[config.mk]
export PLATFORM = sky130hd
export DESIGN_NAME = pulse_period_rescaler
export DESIGN_NICKNAME = d
export VERILOG_FILES = /design/src/hdl/ppr_pkg.sv /design/src/hdl/ppr_core.sv /design/src/hdl/pulse_period_rescaler.sv
export SDC_FILE = /design/constraint.sdc
export NUM_CORES = 1
export LEC_CHECK = 0
export BUFFER_PORTS_ARGS = -buffer_cell sky130_fd_sc_hd__buf_2
export CAP_MARGIN = 30
export CORE_MARGIN = 2
export CORE_UTILIZATION = 40
export DETAILED_ROUTE_END_ITERATION = 16
export PLACE_DENSITY = 0.66
export SYNTH_ARGS = -nofsm -noshare
export SYNTH_HDL_FRONTEND = slang
export SYNTH_SLANG_ARGS = --single-unit
[constraint.sdc]
create_clock -name i_clk -period 3.7 [get_ports i_clk]
set_input_delay 0.37 -clock i_clk [delete_from_list [all_inputs] [get_ports i_clk]]
set_output_delay 0.37 -clock i_clk [all_outputs]
set_load 0.05 [all_outputs]
[src/hdl/ppr_pkg.sv]
`timescale 1ns / 1ps

package ppr_pkg;

    localparam int unsigned COUNT_BITS_DEF  = 24;
    localparam int unsigned IDLE_PERIOD_DEF = 65535;
    localparam int unsigned LIMIT_BITS      = 8;

    localparam logic [LIMIT_BITS-1:0] SLEEP_LIMIT_RST = 8'd100;
    localparam logic [LIMIT_BITS-1:0] IDLE_COUNT_MAX  = 8'd255;

    localparam logic KIND_TICK = 1'b0;
    localparam logic KIND_EDGE = 1'b1;

    typedef struct packed {
        logic fire;
        logic kind;
        logic switch_high;
    } t_ppr_event;

    typedef struct packed {
        logic drive_level;
        logic status_level;
    } t_ppr_levels;

endpackage

[src/hdl/ppr_core.sv]
`timescale 1ns / 1ps

module ppr_core #(
    parameter int unsigned COUNT_BITS  = ppr_pkg::COUNT_BITS_DEF,
    parameter int unsigned IDLE_PERIOD = ppr_pkg::IDLE_PERIOD_DEF
) (
    input  logic                            i_clk,
    input  logic                            i_rst_n,
    input  ppr_pkg::t_ppr_event             i_event,
    input  logic [ppr_pkg::LIMIT_BITS-1:0]  i_sleep_limit,
    output ppr_pkg::t_ppr_levels            o_next_levels
);

    localparam longint unsigned CountMax = (64'd1 << COUNT_BITS) - 64'd1;
    localparam longint unsigned IdleLoad =
        (64'(IDLE_PERIOD) > CountMax) ? CountMax : 64'(IDLE_PERIOD);
    localparam longint unsigned IdleQuot = (IdleLoad * 4) / 5;
    localparam longint unsigned IdleRem  = (IdleLoad * 4) % 5;
    localparam logic [COUNT_BITS-1:0] IDLE_VAL  = IdleLoad[COUNT_BITS-1:0];
    localparam logic [COUNT_BITS-1:0] IDLE_QUOT = IdleQuot[COUNT_BITS-1:0];
    localparam logic [2:0]            IDLE_REM  = IdleRem[2:0];

    // The scaled value floor(period_count * 4 / 5) is tracked alongside the
    // count as a quotient and remainder, so an edge needs no divider.
    logic [COUNT_BITS-1:0]          r_period, n_period;
    logic [COUNT_BITS-1:0]          r_quot, n_quot;
    logic [2:0]                     r_rem, n_rem;
    logic [COUNT_BITS-1:0]          r_interval, n_interval;
    logic [COUNT_BITS-1:0]          r_limit, n_limit;
    logic [ppr_pkg::LIMIT_BITS-1:0] r_idle, n_idle;
    logic                           r_seen, n_seen;
    logic                           r_asleep, n_asleep;
    logic                           r_drive, n_drive;
    logic                           r_status, n_status;
    logic [COUNT_BITS-1:0]          w_interval_inc;

    always_comb begin
        n_period   = r_period;
        n_quot     = r_quot;
        n_rem      = r_rem;
        n_interval = r_interval;
        n_limit    = r_limit;
        n_idle     = r_idle;
        n_seen     = r_seen;
        n_asleep   = r_asleep;
        n_drive    = r_drive;
        n_status   = r_status;
        w_interval_inc = (&r_interval) ? r_interval : r_interval + 1'b1;

        if (i_event.fire) begin
            if (i_event.kind == ppr_pkg::KIND_EDGE) begin
                n_limit  = i_event.switch_high ? r_quot : {1'b0, r_period[COUNT_BITS-1:1]};
                n_period = '0;
                n_quot   = '0;
                n_rem    = '0;
                if (r_asleep) begin
                    n_asleep   = 1'b0;
                    n_status   = 1'b1;
                    n_interval = '0;
                    n_idle     = '0;
                    n_seen     = 1'b0;
                end else begin
                    n_seen = 1'b1;
                end
            end else if (!r_asleep) begin
                if (!(&r_period)) begin
                    n_period = r_period + 1'b1;
                    if (r_rem == 3'd0) begin
                        n_rem = 3'd4;
                    end else begin
                        n_quot = r_quot + 1'b1;
                        n_rem  = r_rem - 3'd1;
                    end
                end
                n_interval = w_interval_inc;
                if (w_interval_inc >= r_limit) begin
                    if (!r_seen && (r_idle > i_sleep_limit)) begin
                        n_status   = 1'b0;
                        n_drive    = 1'b1;
                        n_period   = IDLE_VAL;
                        n_quot     = IDLE_QUOT;
                        n_rem      = IDLE_REM;
                        n_interval = IDLE_VAL;
                        n_limit    = IDLE_VAL;
                        n_idle     = '0;
                        n_asleep   = 1'b1;
                    end else begin
                        if (r_seen) begin
                            n_idle = '0;
                        end else if (r_idle != ppr_pkg::IDLE_COUNT_MAX) begin
                            n_idle = r_idle + 1'b1;
                        end
                        n_interval = '0;
                        n_drive    = ~r_drive;
                        n_seen     = 1'b0;
                    end
                end
            end
        end
    end

    always_ff @(posedge i_clk) begin
        if (!i_rst_n) begin
            r_period   <= '0;
            r_quot     <= '0;
            r_rem      <= '0;
            r_interval <= '0;
            r_limit    <= IDLE_VAL;
            r_idle     <= '0;
            r_seen     <= 1'b0;
            r_asleep   <= 1'b0;
            r_drive    <= 1'b1;
            r_status   <= 1'b1;
        end else begin
            r_period   <= n_period;
            r_quot     <= n_quot;
            r_rem      <= n_rem;
            r_interval <= n_interval;
            r_limit    <= n_limit;
            r_idle     <= n_idle;
            r_seen     <= n_seen;
            r_asleep   <= n_asleep;
            r_drive    <= n_drive;
            r_status   <= n_status;
        end
    end

    assign o_next_levels.drive_level  = n_drive;
    assign o_next_levels.status_level = n_status;

endmodule

[src/hdl/pulse_period_rescaler.sv]
`timescale 1ns / 1ps

// Pulse period rescaler. Each input transaction is either a time tick or a
// falling edge on the speed input, and each one produces exactly one output
// transaction carrying the drive and status levels after it is applied. The
// block takes one transaction every clock cycle while the output side does not
// stall; a transaction passes an input register and a result register before
// its result is presented on the output, where it is taken at a clock edge
// when the output side does not stall. The scaled period is kept up to date as
// the count runs, so an edge costs no more than a tick.
// The sleep limit register may be written at any time the block is idle.

module pulse_period_rescaler #(
    parameter int unsigned COUNT_BITS  = ppr_pkg::COUNT_BITS_DEF,
    parameter int unsigned IDLE_PERIOD = ppr_pkg::IDLE_PERIOD_DEF
) (
    input  logic                           i_clk,
    input  logic                           i_rst_n,
    input  logic                           i_in_valid,
    output logic                           o_in_stall,
    input  logic                           i_kind,
    input  logic                           i_switch_high,
    output logic                           o_out_valid,
    input  logic                           i_out_stall,
    output logic                           o_drive_level,
    output logic                           o_status_level,
    input  logic                           i_cfg_valid,
    output logic                           o_cfg_ready,
    input  logic [ppr_pkg::LIMIT_BITS-1:0] i_cfg_data
);

    logic                           r_in_valid;
    logic                           r_kind;
    logic                           r_switch_high;
    logic                           r_out_valid;
    logic                           r_drive;
    logic                           r_status;
    logic [ppr_pkg::LIMIT_BITS-1:0] r_sleep_limit;
    logic                           w_out_free;
    logic                           w_fire;
    logic                           w_in_accept;
    ppr_pkg::t_ppr_event            w_event;
    ppr_pkg::t_ppr_levels           w_levels;

    assign w_out_free  = !r_out_valid || !i_out_stall;
    assign w_fire      = r_in_valid && w_out_free;
    assign o_in_stall  = r_in_valid && !w_out_free;
    assign w_in_accept = i_in_valid && !o_in_stall;
    assign o_cfg_ready = 1'b1;

    assign w_event.fire        = w_fire;
    assign w_event.kind        = r_kind;
    assign w_event.switch_high = r_switch_high;

    ppr_core #(
        .COUNT_BITS  (COUNT_BITS),
        .IDLE_PERIOD (IDLE_PERIOD)
    ) u_core (
        .i_clk         (i_clk),
        .i_rst_n       (i_rst_n),
        .i_event       (w_event),
        .i_sleep_limit (r_sleep_limit),
        .o_next_levels (w_levels)
    );

    always_ff @(posedge i_clk) begin
        if (!i_rst_n) begin
            r_in_valid    <= 1'b0;
            r_out_valid   <= 1'b0;
            r_sleep_limit <= ppr_pkg::SLEEP_LIMIT_RST;
        end else begin
            if (w_in_accept) begin
                r_in_valid <= 1'b1;
            end else if (w_fire) begin
                r_in_valid <= 1'b0;
            end
            if (w_fire) begin
                r_out_valid <= 1'b1;
            end else if (!i_out_stall) begin
                r_out_valid <= 1'b0;
            end
            if (i_cfg_valid && o_cfg_ready) begin
                r_sleep_limit <= i_cfg_data;
            end
        end
    end

    always_ff @(posedge i_clk) begin
        if (w_in_accept) begin
            r_kind        <= i_kind;
            r_switch_high <= i_switch_high;
        end
        if (w_fire) begin
            r_drive  <= w_levels.drive_level;
            r_status <= w_levels.status_level;
        end
    end

    assign o_out_valid    = r_out_valid;
    assign o_drive_level  = r_drive;
    assign o_status_level = r_status;

endmodule

======== Yosys cells after proc, flatten, opt, wreduce, memory -nomap -nowiden ========
Index checks and enable logic that the tools add are counted.
word-level totals
  flip-flop bits (word level) ............. 125
  latch bits .............................. 0
  RAM bits ................................ 0
  bits in read-only memories .............. 0
  input bits .............................. 15
  output and inout bits ................... 5
  logic and storage cells ................. 111
  memories kept ........................... 0
operators by class
  add/subtract/negate cells ............... 5
  $mul .................................... 0
  divide/modulo/power cells ............... 0
  $lt $le $gt $ge ......................... 2
  eq/ne operators ......................... 5
  shifts and indexed selects .............. 0
  multiplexer cells ....................... 59
  bitwise logic cells ..................... 1
  reductions and logical operators ........ 22
operator list
  operator                                                                 count
  24-bit 2-to-1 mux                                                        21
  24-bit by 1-bit adder with 24-bit output, second input constant          3
  8-bit 2-to-1 mux                                                         7
  24-bit AND reduction                                                     2
  24-bit greater-or-equal comparator                                       1
  1-bit 2-to-1 mux                                                         24
  3-bit 2-to-1 mux                                                         6
  16-bit 2-to-1 mux                                                        1
  8-bit by 1-bit adder with 8-bit output, second input constant            1
  8-bit > comparator                                                       1
  8-bit inequality test, second input constant                             1
  4-bit AND reduction                                                      2
  2-bit nonzero test                                                       3
  1-bit logical NOT                                                        5
  5-bit AND reduction                                                      1
  1-bit logical AND                                                        4
  2-bit by 1-bit inequality test with 1-bit output, second input constant  2
  2-bit inequality test, second input constant                             2
  4-bit nonzero test                                                       1
  3-bit logical NOT                                                        1
  3-bit AND reduction                                                      1
  3-bit by 1-bit subtractor with 3-bit output, second input constant       1
  2-bit AND reduction                                                      1
  1-bit logical OR                                                         1
  1-bit inverter                                                           1

======== Depth between registers and ports, before layout ========
Gate-level depths: netlist (run 1).
  word-level depth ........................ 7
  depth in mapped cells ................... 19
  depth with buffers taken out ............ 16

======== Modules after synthesis ========
A second synthesis (run 1) with hierarchy kept.
second synthesis, totals
  cells, all modules ...................... 927
  area, all modules ....................... 7473.4 um^2
modules (own cells, without submodules)
  module                 times used  cells an instance  area each (um^2)  sequential area each (um^2)
  ppr_core               1           887                6964.2            2222.1
  pulse_period_rescaler  1           40                 509.2             320.3

======== Worst setup path after synthesis (run 1) ========
OpenSTA, ideal clock, no wires.
  path type ............................... flip-flop to flip-flop
  from .................................... register u_core.r_interval[0]
  to ...................................... register u_core.r_quot[3]
  library setup time ...................... 115 ps
  arrival time ............................ 3870 ps
  data required time ...................... 3585 ps
  path slack .............................. -285 ps
  cell stages (with the launch flop) ...... 18
  buffers on the path ..................... 2
  clock period less this slack ............ 3985 ps
  cells stage by stage .................... dfxtp_1 -> ha_1 -> nand4_1 -> nor4_2 -> nor3_1 -> and3_1 -> nand3_1 -> xnor2_1 -> ha_1 -> a21oi_1 -> o21ai_0 -> a221oi_1 -> o21ai_1 -> o21bai_1 -> buf_2 -> clkbuf_1 -> a21oi_1 -> o21a_1
on the way
  cells in the longest elaborated chain, start to end .. 6
  elaborated cells between the ends (all ways) .. 7
  those cells by class .................... 1 x add/sub; 1 x order compare; 4 x mux; 1 x reduce/logical
ends and longest elaborated chain
  what                                                                                     RTL line         text
  start, declared                                                                          ppr_core.sv:28   logic [COUNT_BITS-1:0] r_interval, n_interval;
  start signal, assigned                                                                   ppr_core.sv:118  r_interval <= n_interval;
  24-bit by 1-bit adder with 24-bit output / 24-bit AND reduction (equally long branches)  ppr_core.sv:48   w_interval_inc = (&r_interval) ? r_interval : r_interval + 1'b1;
  24-bit 2-to-1 mux (*)                                                                    ppr_core.sv:48
  24-bit greater-or-equal comparator (*)                                                   ppr_core.sv:76   if (w_interval_inc >= r_limit) begin
  24-bit 2-to-1 mux (*)                                                                    ppr_core.sv:76
  24-bit 2-to-1 mux (*)                                                                    ppr_core.sv:65   end else if (!r_asleep) begin
  24-bit 2-to-1 mux (*)                                                                    ppr_core.sv:51   if (i_event.kind == ppr_pkg::KIND_EDGE) begin
  end signal, assigned                                                                     ppr_core.sv:116  r_quot <= n_quot;
  end, declared                                                                            ppr_core.sv:26   logic [COUNT_BITS-1:0] r_quot, n_quot;
Mark *: on every way between the ends. The rest lies on a longest branch, timed or not. The select of a mux whose other input is x is not followed.
A chain may end at the register's enable or synchronous reset.

======== Worst setup path in the final report (run 1) ========
  from .................................... register u_core.r_interval[16]
  to ...................................... register u_core.r_interval[0]
on the way
  cells in the longest elaborated chain, start to end .. 6
  elaborated cells between the ends (all ways) .. 7
  those cells by class .................... 1 x add/sub; 1 x order compare; 4 x mux; 1 x reduce/logical
ends and longest elaborated chain
  what                                                                                     RTL line
  24-bit by 1-bit adder with 24-bit output / 24-bit AND reduction (equally long branches)  ppr_core.sv:48
  24-bit 2-to-1 mux (*)                                                                    ppr_core.sv:48
  24-bit greater-or-equal comparator                                                       ppr_core.sv:76
  24-bit 2-to-1 mux (*)                                                                    ppr_core.sv:76
  24-bit 2-to-1 mux (*)                                                                    ppr_core.sv:65
  24-bit 2-to-1 mux (*)                                                                    ppr_core.sv:51
Marks and branches as above.

==> reports/results.ini, run 1 <==
[worst_setup_path]
crit_path_cell_trace = nand4_1 -> nor4_4 -> buf_4 -> nor3_2 -> and3_4 -> buf_4 -> xor2_2 -> ha_1 -> nand4_1 -> a2111o_1 -> o21ai_2 -> buf_4 -> nor2_2 -> buf_6 -> a31o_2 -> a211oi_2
r2r_setup_slack_ns = 0.00001
end_kind = flip-flop
start_kind = flip-flop
critPathMaxStageDelay_ns = 0.46
cp_slowest_cell = a2111o_1
reg2regPathDepth = 16
cpMostUsedCell = buf_4
critPathKind = flip-flop to flip-flop
crit_path_max_fanout = 8
critical_path_required_ns = 4.04
arrival_ns = 4.04
r2r_start = u_core.r_interval[16]
timing.rr.end = u_core.r_interval[0]

[min_path]
whs_path_depth = 1
min_from = i_kind
whs_endpoint = r_kind
hp-class = input port to flip-flop

[final_layout]
final_area_sq_um = 9276
area_delta_synth_final_pct = 28.14
fin_cells = 1218
drive_above_1_share_pct = 24.97
fin_nets = 1031
num-fill-cells = 1644
seqCellArea_sq_um = 2552
antenna_cells = 0
multiInputGateArea_sq_um = 4629

[yosys]
yosysMostFrequentCell = dfxtp_1
yosys-top-cells-count = 121 x dfxtp_1, 75 x nand2_1, 62 x a21oi_1
synth_warnings = 0
synthesis.area_sq_um = 7239
yosysTopAreaCell = dfxtp_1
synth-edff-count = 4
syn-instance-count = 874
async_reset_ff_share_pct = 0
seq_area_frac_synth_pct = 35.12
yosys_register_bits = 125
synth_cell_types = 79
synth.area.top_cells = dfxtp_1 33%, ha_1 6.7%, a21oi_1 4.3%
synthesis.nets = 928
syn_area_per_cell_sq_um = 8.283
ys.flop_type = dfxtp_1
yosysTopAreaCellShare_pct = 33.46

[sta]
tns_ns = 0
clock.fmax_mhz = 270.3
drv_slew = 0
finalSetupViolCount = 0
timing.final.crit_share_pct = 100.0
fin_worst_skew_ns = 0.009551
rsz0062_at_grt = true
period_needed_ns = 3.700
slew_headroom_pct = 35.35
hold_violations = 0
worst_pin_slew_ns = 0.9673

[global_routing]
track_usage_pct = 20.94
antenna_found_initial = 0
overflow = 0
grt_max_degree = 32
grt_pass1_wl_mm = 33.12
grt_pass1_vias = 6525

[place]
routabilityCongestion = 0.8659
placedInstanceArea_sq_um = 8200
numPortBuffers = 18
place_inst = 1171
dpl.hpwl_mm = 14.29

[pwr]
p_per_area_nw_per_um2 = 368.0
peakVddDrop_uv = 372.9
power.total_uw = 3413
p_leak_uw = 0.003817

[detailed_routing]
dr.pass1.iters = 7
wl_mm = 20.87
num_vias = 7147
drc = 0
drt-wirelength-per-cell_um = 17.14
ant_nets = 0
via_per_inst = 5.868
first_iter_violations = 714

[run]
cap_violations = 0

[clock_tree]
clkTransAtPathRegs_ns = 0.06
postCtsHoldBufs = 0
cts_buffers = 17
clock_path_buffers = 2
cts-root-buf = clkbuf_16
cts.sinks = 125
cts_max_level = 4
clk_latency_ns = 0.43
cts_tree = yes

[die]
ioPinCount = 20
die_area_sq_um = 19190
fp.dieH_um = 138.5
coreArea_sq_um = 17840
rows = 49
start_util_pct = 40.58
die_w_um = 138.5

[status]
run_status = completed

==> per-layer routing <==
metal / track usage [%] / wire, um
met4: 5.800 / 316
met5: 0 / 0
met3: 3.488 / 1046
met2: 33.56 / 9781
met1: 29.29 / 9729
==> worst max path at each step <==
| stage | from | cells past startpoint | slack (ns) | to |
|---|---|---|---|---|
| after CTS | u_core.r_interval[0] | 17 | -0.009 | u_core.r_interval[23] |
| after global routing | u_core.r_interval[14] | 15 | -0.21 | u_core.r_period[0] |
| after floorplan | u_core.r_interval[0] | 16 | 0.002 | u_core.r_limit[10] |
| after global placement | u_core.r_interval[0] | 15 | -0.12 | u_core.r_interval[14] |
| final | u_core.r_interval[16] | 16 | 0.00001 | u_core.r_interval[0] |
| after detailed placement | u_core.r_interval[0] | 15 | -0.17 | u_core.r_interval[14] |
==> cells in the final DEF, fill, tap and decap left out, types with 11 or more instances in the layout <==
master | synthesis | routed
clkbuf_16 | 0 | 17
xnor2_1 | 14 | 11
nand2_1 | 75 | 74
buf_4 | 1 | 98
buf_6 | 0 | 11
nand3_1 | 46 | 43
o21ai_0 | 28 | 19
a21oi_1 | 62 | 59
ha_1 | 39 | 38
o221a_2 | 15 | 15
and3_1 | 16 | 15
dfxtp_1 | 121 | 113
inv_1 | 57 | 57
nor2_1 | 61 | 57
a31oi_1 | 25 | 25
a22oi_1 | 16 | 16
o21a_1 | 11 | 11
mux2i_1 | 28 | 28
buf_2 | 4 | 19
nand4_1 | 26 | 26
nor3_1 | 28 | 23
==> logic make-up (layout without fill, tap and decap cells) <==
kind of cell	Yosys count	in the layout	synth area share, %
buffers and inverters	104	218	5.531
multiplexers	30	30	4.183
other	1	1	0.05180
flip-flops	125	125	35.12
AO/OA/AOI/OAI	237	238	22.62
XOR/XNOR	21	21	2.541
adder cells (fa/ha/maj)	39	39	6.740
AND/OR/NAND/NOR	317	317	23.21
==> power by group <==
group	internal, uW	total (uW)	leakage [uW]	switching, uW
Combinational	112	290	0.00250	178
Sequential	1380	1400	0.00102	15.3
Clock	1120	1720	0.000296	601
Total	2620	3410	0.00382	794
==> layout make-up <==
cell class	instances	share of cell area (%)
clock buffers	24	5.301
well taps	229	3.089
clock inverters	7	1.214
flip-flops and latches	125	27.52
inverters	57	2.306
repair buffers	130	10.67
multi-input cells	646	49.91
==> sequential cells by signal, indices dropped and copies added (netlist names), 3 cells and up <==
signal             count
u_core.r_limit        24
u_core.r_period       24
u_core.r_interval     24
u_core.r_quot         24
r_sleep_limit          8
u_core.r_rem           3
u_core.r_idle          8
==> worst max-delay path, delay by kind of cell, from the launching register on <==
kind / cells / cell delay [ns]
xor gates and xnor gates: 1 / 0.14
AOI/OAI and AO/OA: 4 / 1.20
and+or+nand+nor: 6 / 0.96
adders and majority gates: 1 / 0.31
buffers and inverters: 4 / 0.68
DFF: 1 / 0.33
==> metrics by stage <==
step | hold WS (ns) | setup slack, ns | util [%]
after floorplan | 0.4392 | 0.001983 | -
after global placement | 0.4591 | -0.1163 | 45.96
after detailed placement | 0.4612 | -0.1714 | 45.96
after CTS | 0.1051 | -0.008888 | 49.82
after global routing | 0.1086 | -0.2122 | 52.00
final | 0.1141 | 0.00001465 | 52.00
==> repair_timing <==
action / in CTS / in global routing
gates resized for setup: 13 / 73
setup endpoints to repair: 70 / 112
pin swaps: 7 / 19
setup buffers: 4 / 9
gates cloned: 0 / 3
Power figures use the tool's default switching activity.
==> run 2, diff against run 1 <==
==> constraint.sdc (replaced) <==
create_clock -name i_clk -period 3.7 [get_ports i_clk]
set_input_delay 0 -clock i_clk [delete_from_list [all_inputs] [get_ports i_clk]]
set_output_delay 0 -clock i_clk [all_outputs]
set_load 0.05 [all_outputs]
==> run 2 against run 1 <==
The run now ends with setup timing left. Critical path depth is the same. Setup slack got worse by 0.019 ns. Combinational power is 6% higher. Final area grew 0.82%. Wire length decreased by 0.89%. Maximum frequency fell by 0.50%. Die area did not move. Clock skew up 0.0024 ns. Register-to-register slack worse by 0.02 ns. Critical endpoint unchanged.
==> reports/results.ini, run 2 (synthesis results as in run 1) <==
[status]
run_status = complete, but fails checks  ; was completed
violations = setup timing

[clock_tree]
cts.sinks = 125  ; unchanged
clk_latency_ns = 0.43  ; about the same
cts_tree = yes  ; unchanged
cts_max_level = 4  ; unchanged
cts-root-buf = clkbuf_16  ; unchanged
cts_buffers = 17  ; unchanged
clock_path_buffers = 2  ; unchanged
clkTransAtPathRegs_ns = 0.06  ; about the same

[worst_setup_path]
critPathKind = flip-flop to flip-flop  ; unchanged
end_kind = flip-flop  ; unchanged
r2r_start = u_core.r_interval[0]  ; was u_core.r_interval[16]
critical_path_required_ns = 4.04  ; about the same
path_delay_family = compound AO/OA/AOI/OAI gates  ; unchanged
timing.rr.end = u_core.r_interval[0]  ; unchanged
critPathLaunch = u_core.r_interval[0]  ; was u_core.r_interval[16]
path_buf_inv = 3  ; was 4
r2r_setup_slack_ns = -0.02  ; was 0.00001 ns
reg2regPathDepth = 16  ; unchanged
crit_path_cell_trace = ha_4 -> nand4_1 -> nor4_4 -> buf_6 -> nor4b_4 -> or3b_4 -> xnor2_1 -> ha_1 -> nand4_1 -> a2111o_1 -> o21ai_4 -> buf_6 -> nor2_1 -> buf_4 -> a31o_2 -> a211oi_2  ; was nand4_1 -> nor4_4 -> buf_4 -> nor3_2 -> and3_4 -> buf_4 -> xor2_2 -> ha_1 -> nand4_1 -> a2111o_1 -> o21ai_2 -> buf_4 -> nor2_2 -> buf_6 -> a31o_2 -> a211oi_2
start_kind = flip-flop  ; unchanged
arrival_ns = 4.06  ; was 4.04 ns
critPathMaxStageDelay_ns = 0.47  ; was 0.46 ns
crit_path_max_fanout = 8  ; unchanged
cp_slowest_cell = a2111o_1  ; unchanged

[final_layout]
drive_above_1_share_pct = 21.83  ; was 24.97%
final_cell_mix = 119 x dfxtp_1, 88 x buf_4, 74 x nand2_1  ; was 113 x dfxtp_1, 98 x buf_4, 74 x nand2_1
final_area_sq_um = 9353  ; was 9276 sq um
area_delta_synth_final_pct = 29.19  ; was 28.14%
fin_nets = 1044  ; was 1031
fin_cells = 1232  ; was 1218
layout_commonest_cell = dfxtp_1  ; unchanged
antenna_cells = 0  ; unchanged

[detailed_routing]
num_vias = 7160  ; was 7147
ant_nets = 0  ; unchanged
wl_mm = 20.69  ; was 20.87 mm
first_iter_violations = 623  ; was 714
via_per_inst = 5.812  ; was 5.868
dr.pass1.iters = 6  ; was 7
drt-wirelength-per-cell_um = 16.79  ; was 17.14 um
drc = 0  ; unchanged

[sta]
slew_headroom_pct = 39.35  ; was 35.35%
worst_pin_slew_ns = 0.9076  ; was 0.9673 ns
hold_ws_ns = 0.2838  ; was 0.1141 ns
period_needed_ns = 3.719  ; was 3.700 ns
drv_slew = 0  ; unchanged
clock.fmax_mhz = 268.9  ; was 270.3 MHz
fin_worst_skew_ns = 0.01194  ; was 0.009551 ns
layout_setup_ws_ns = -0.01859  ; was 0.00001465 ns
finalSetupViolCount = 2  ; was 0
tns_ns = -0.02153  ; was 0 ns
timing.final.crit_share_pct = 100.5  ; was 100.0%
hold_violations = 0  ; unchanged
rsz0062_at_grt = true  ; unchanged

[place]
pre_cts_ws_ns = -0.09505  ; was -0.1714 ns
numPortBuffers = 18  ; unchanged
placedInstanceArea_sq_um = 8183  ; was 8200 sq um
routabilityCongestion = 0.8773  ; was 0.8659
place_inst = 1169  ; was 1171
dpl.hpwl_mm = 14.11  ; was 14.29 mm

[run]
cap_violations = 0  ; unchanged

[die]
coreArea_sq_um = 17840  ; unchanged
fp.dieH_um = 138.5  ; unchanged
die_area_sq_um = 19190  ; unchanged
rows = 49  ; unchanged
die_w_um = 138.5  ; unchanged
start_util_pct = 40.58  ; unchanged
ioPinCount = 20  ; unchanged

[global_routing]
grt_max_degree = 32  ; unchanged
track_usage_pct = 21.34  ; was 20.94%
overflow = 0  ; unchanged
gr-usage-met2_pct = 34.37  ; was 33.56%
grt_use_met3_pct = 4.075  ; was 3.488%
antenna_found_initial = 0  ; unchanged
grt_pass1_vias = 6585  ; was 6525
grt.busiest_layer = met2  ; unchanged
grtUsageMet1_pct = 28.81  ; was 29.29%
grt_pass1_wl_mm = 33.49  ; was 33.12 mm

[pwr]
p_per_area_nw_per_um2 = 374.4  ; was 368.0 nW/um^2
p_leak_uw = 0.003783  ; was 0.003817 uW
peakVddDrop_uv = 328.5  ; was 372.9 uV

[min_path]
whs_path_depth = 2  ; was 1
min_from = i_kind  ; unchanged
whs_endpoint = r_kind  ; unchanged
hp-class = input port to flip-flop  ; unchanged

## run 2: how the worst max path moves through the flow
| stage | slack [ns] | cells after the start | endpoint |
|---|---|---|---|
| floorplan | 0.002 | 16 | u_core.r_limit[10] |
| global placement | -0.03 | 15 | u_core.r_interval[1] |
| finish | -0.02 | 16 | u_core.r_interval[0] |
| detailed placement | -0.1 | 15 | u_core.r_limit[13] |
| global route | -0.20 | 17 | u_core.r_interval[0] |
| CTS | 0.007 | 16 | u_core.r_interval[0] |
## run 2: per-layer routing
layer  share of wire (%)  vias up
li1                    -     3504
met2                  47      215
met3                 4.7       34
met5                   0        -
met4                 1.9        0
met1                  47     3407
## run 2: cell type report
class / instances / area [sq um]
Timing Repair Buffer: 144 / 1137
Tap cell: 229 / 286.5
Fill cell: 1579 / 8488
Clock inverter: 13 / 190.2
Clock buffer: 19 / 442.9
Sequential cell: 125 / 2545
Multi-Input combinational cell: 645 / 4537
Inverter: 57 / 214.0
## run 2: stage by stage
stage | utilization [%] | power, uW
6_report | 52.42 | 3502
5_1_grt | 52.42 | 3630
4_1_cts | 50.99 | 3512
3_5_place_dp | 45.87 | 1689
3_3_place_gp | 45.84 | 1685
2_1_floorplan | - | 1598
## run 2: worst reg2reg max path, delay by kind of cell (launching register included)
family	cells	cell delay, ns
AO/OA/AOI/OAI	4	1.17
AND/OR/NAND/NOR	6	1.07
adder cells (fa/ha/maj)	2	0.46
buffers and inverters	3	0.45
flip-flops	1	0.34
XOR/XNOR	1	0.14
## run 2: what timing repair did
item,in CTS,in global routing
gates cloned,0,2
setup buffers,0,4
hold endpoints to repair,15,0
gates resized for setup,7,43
endpoints found under the setup margin,50,113
pin swaps,3,17
hold buffers,25,0
## run 2: power breakdown
group          switching, uW  total, uW  internal, uW
clock                    651       1800          1150
sequential              15.3       1400          1380
combinational            178        306           128
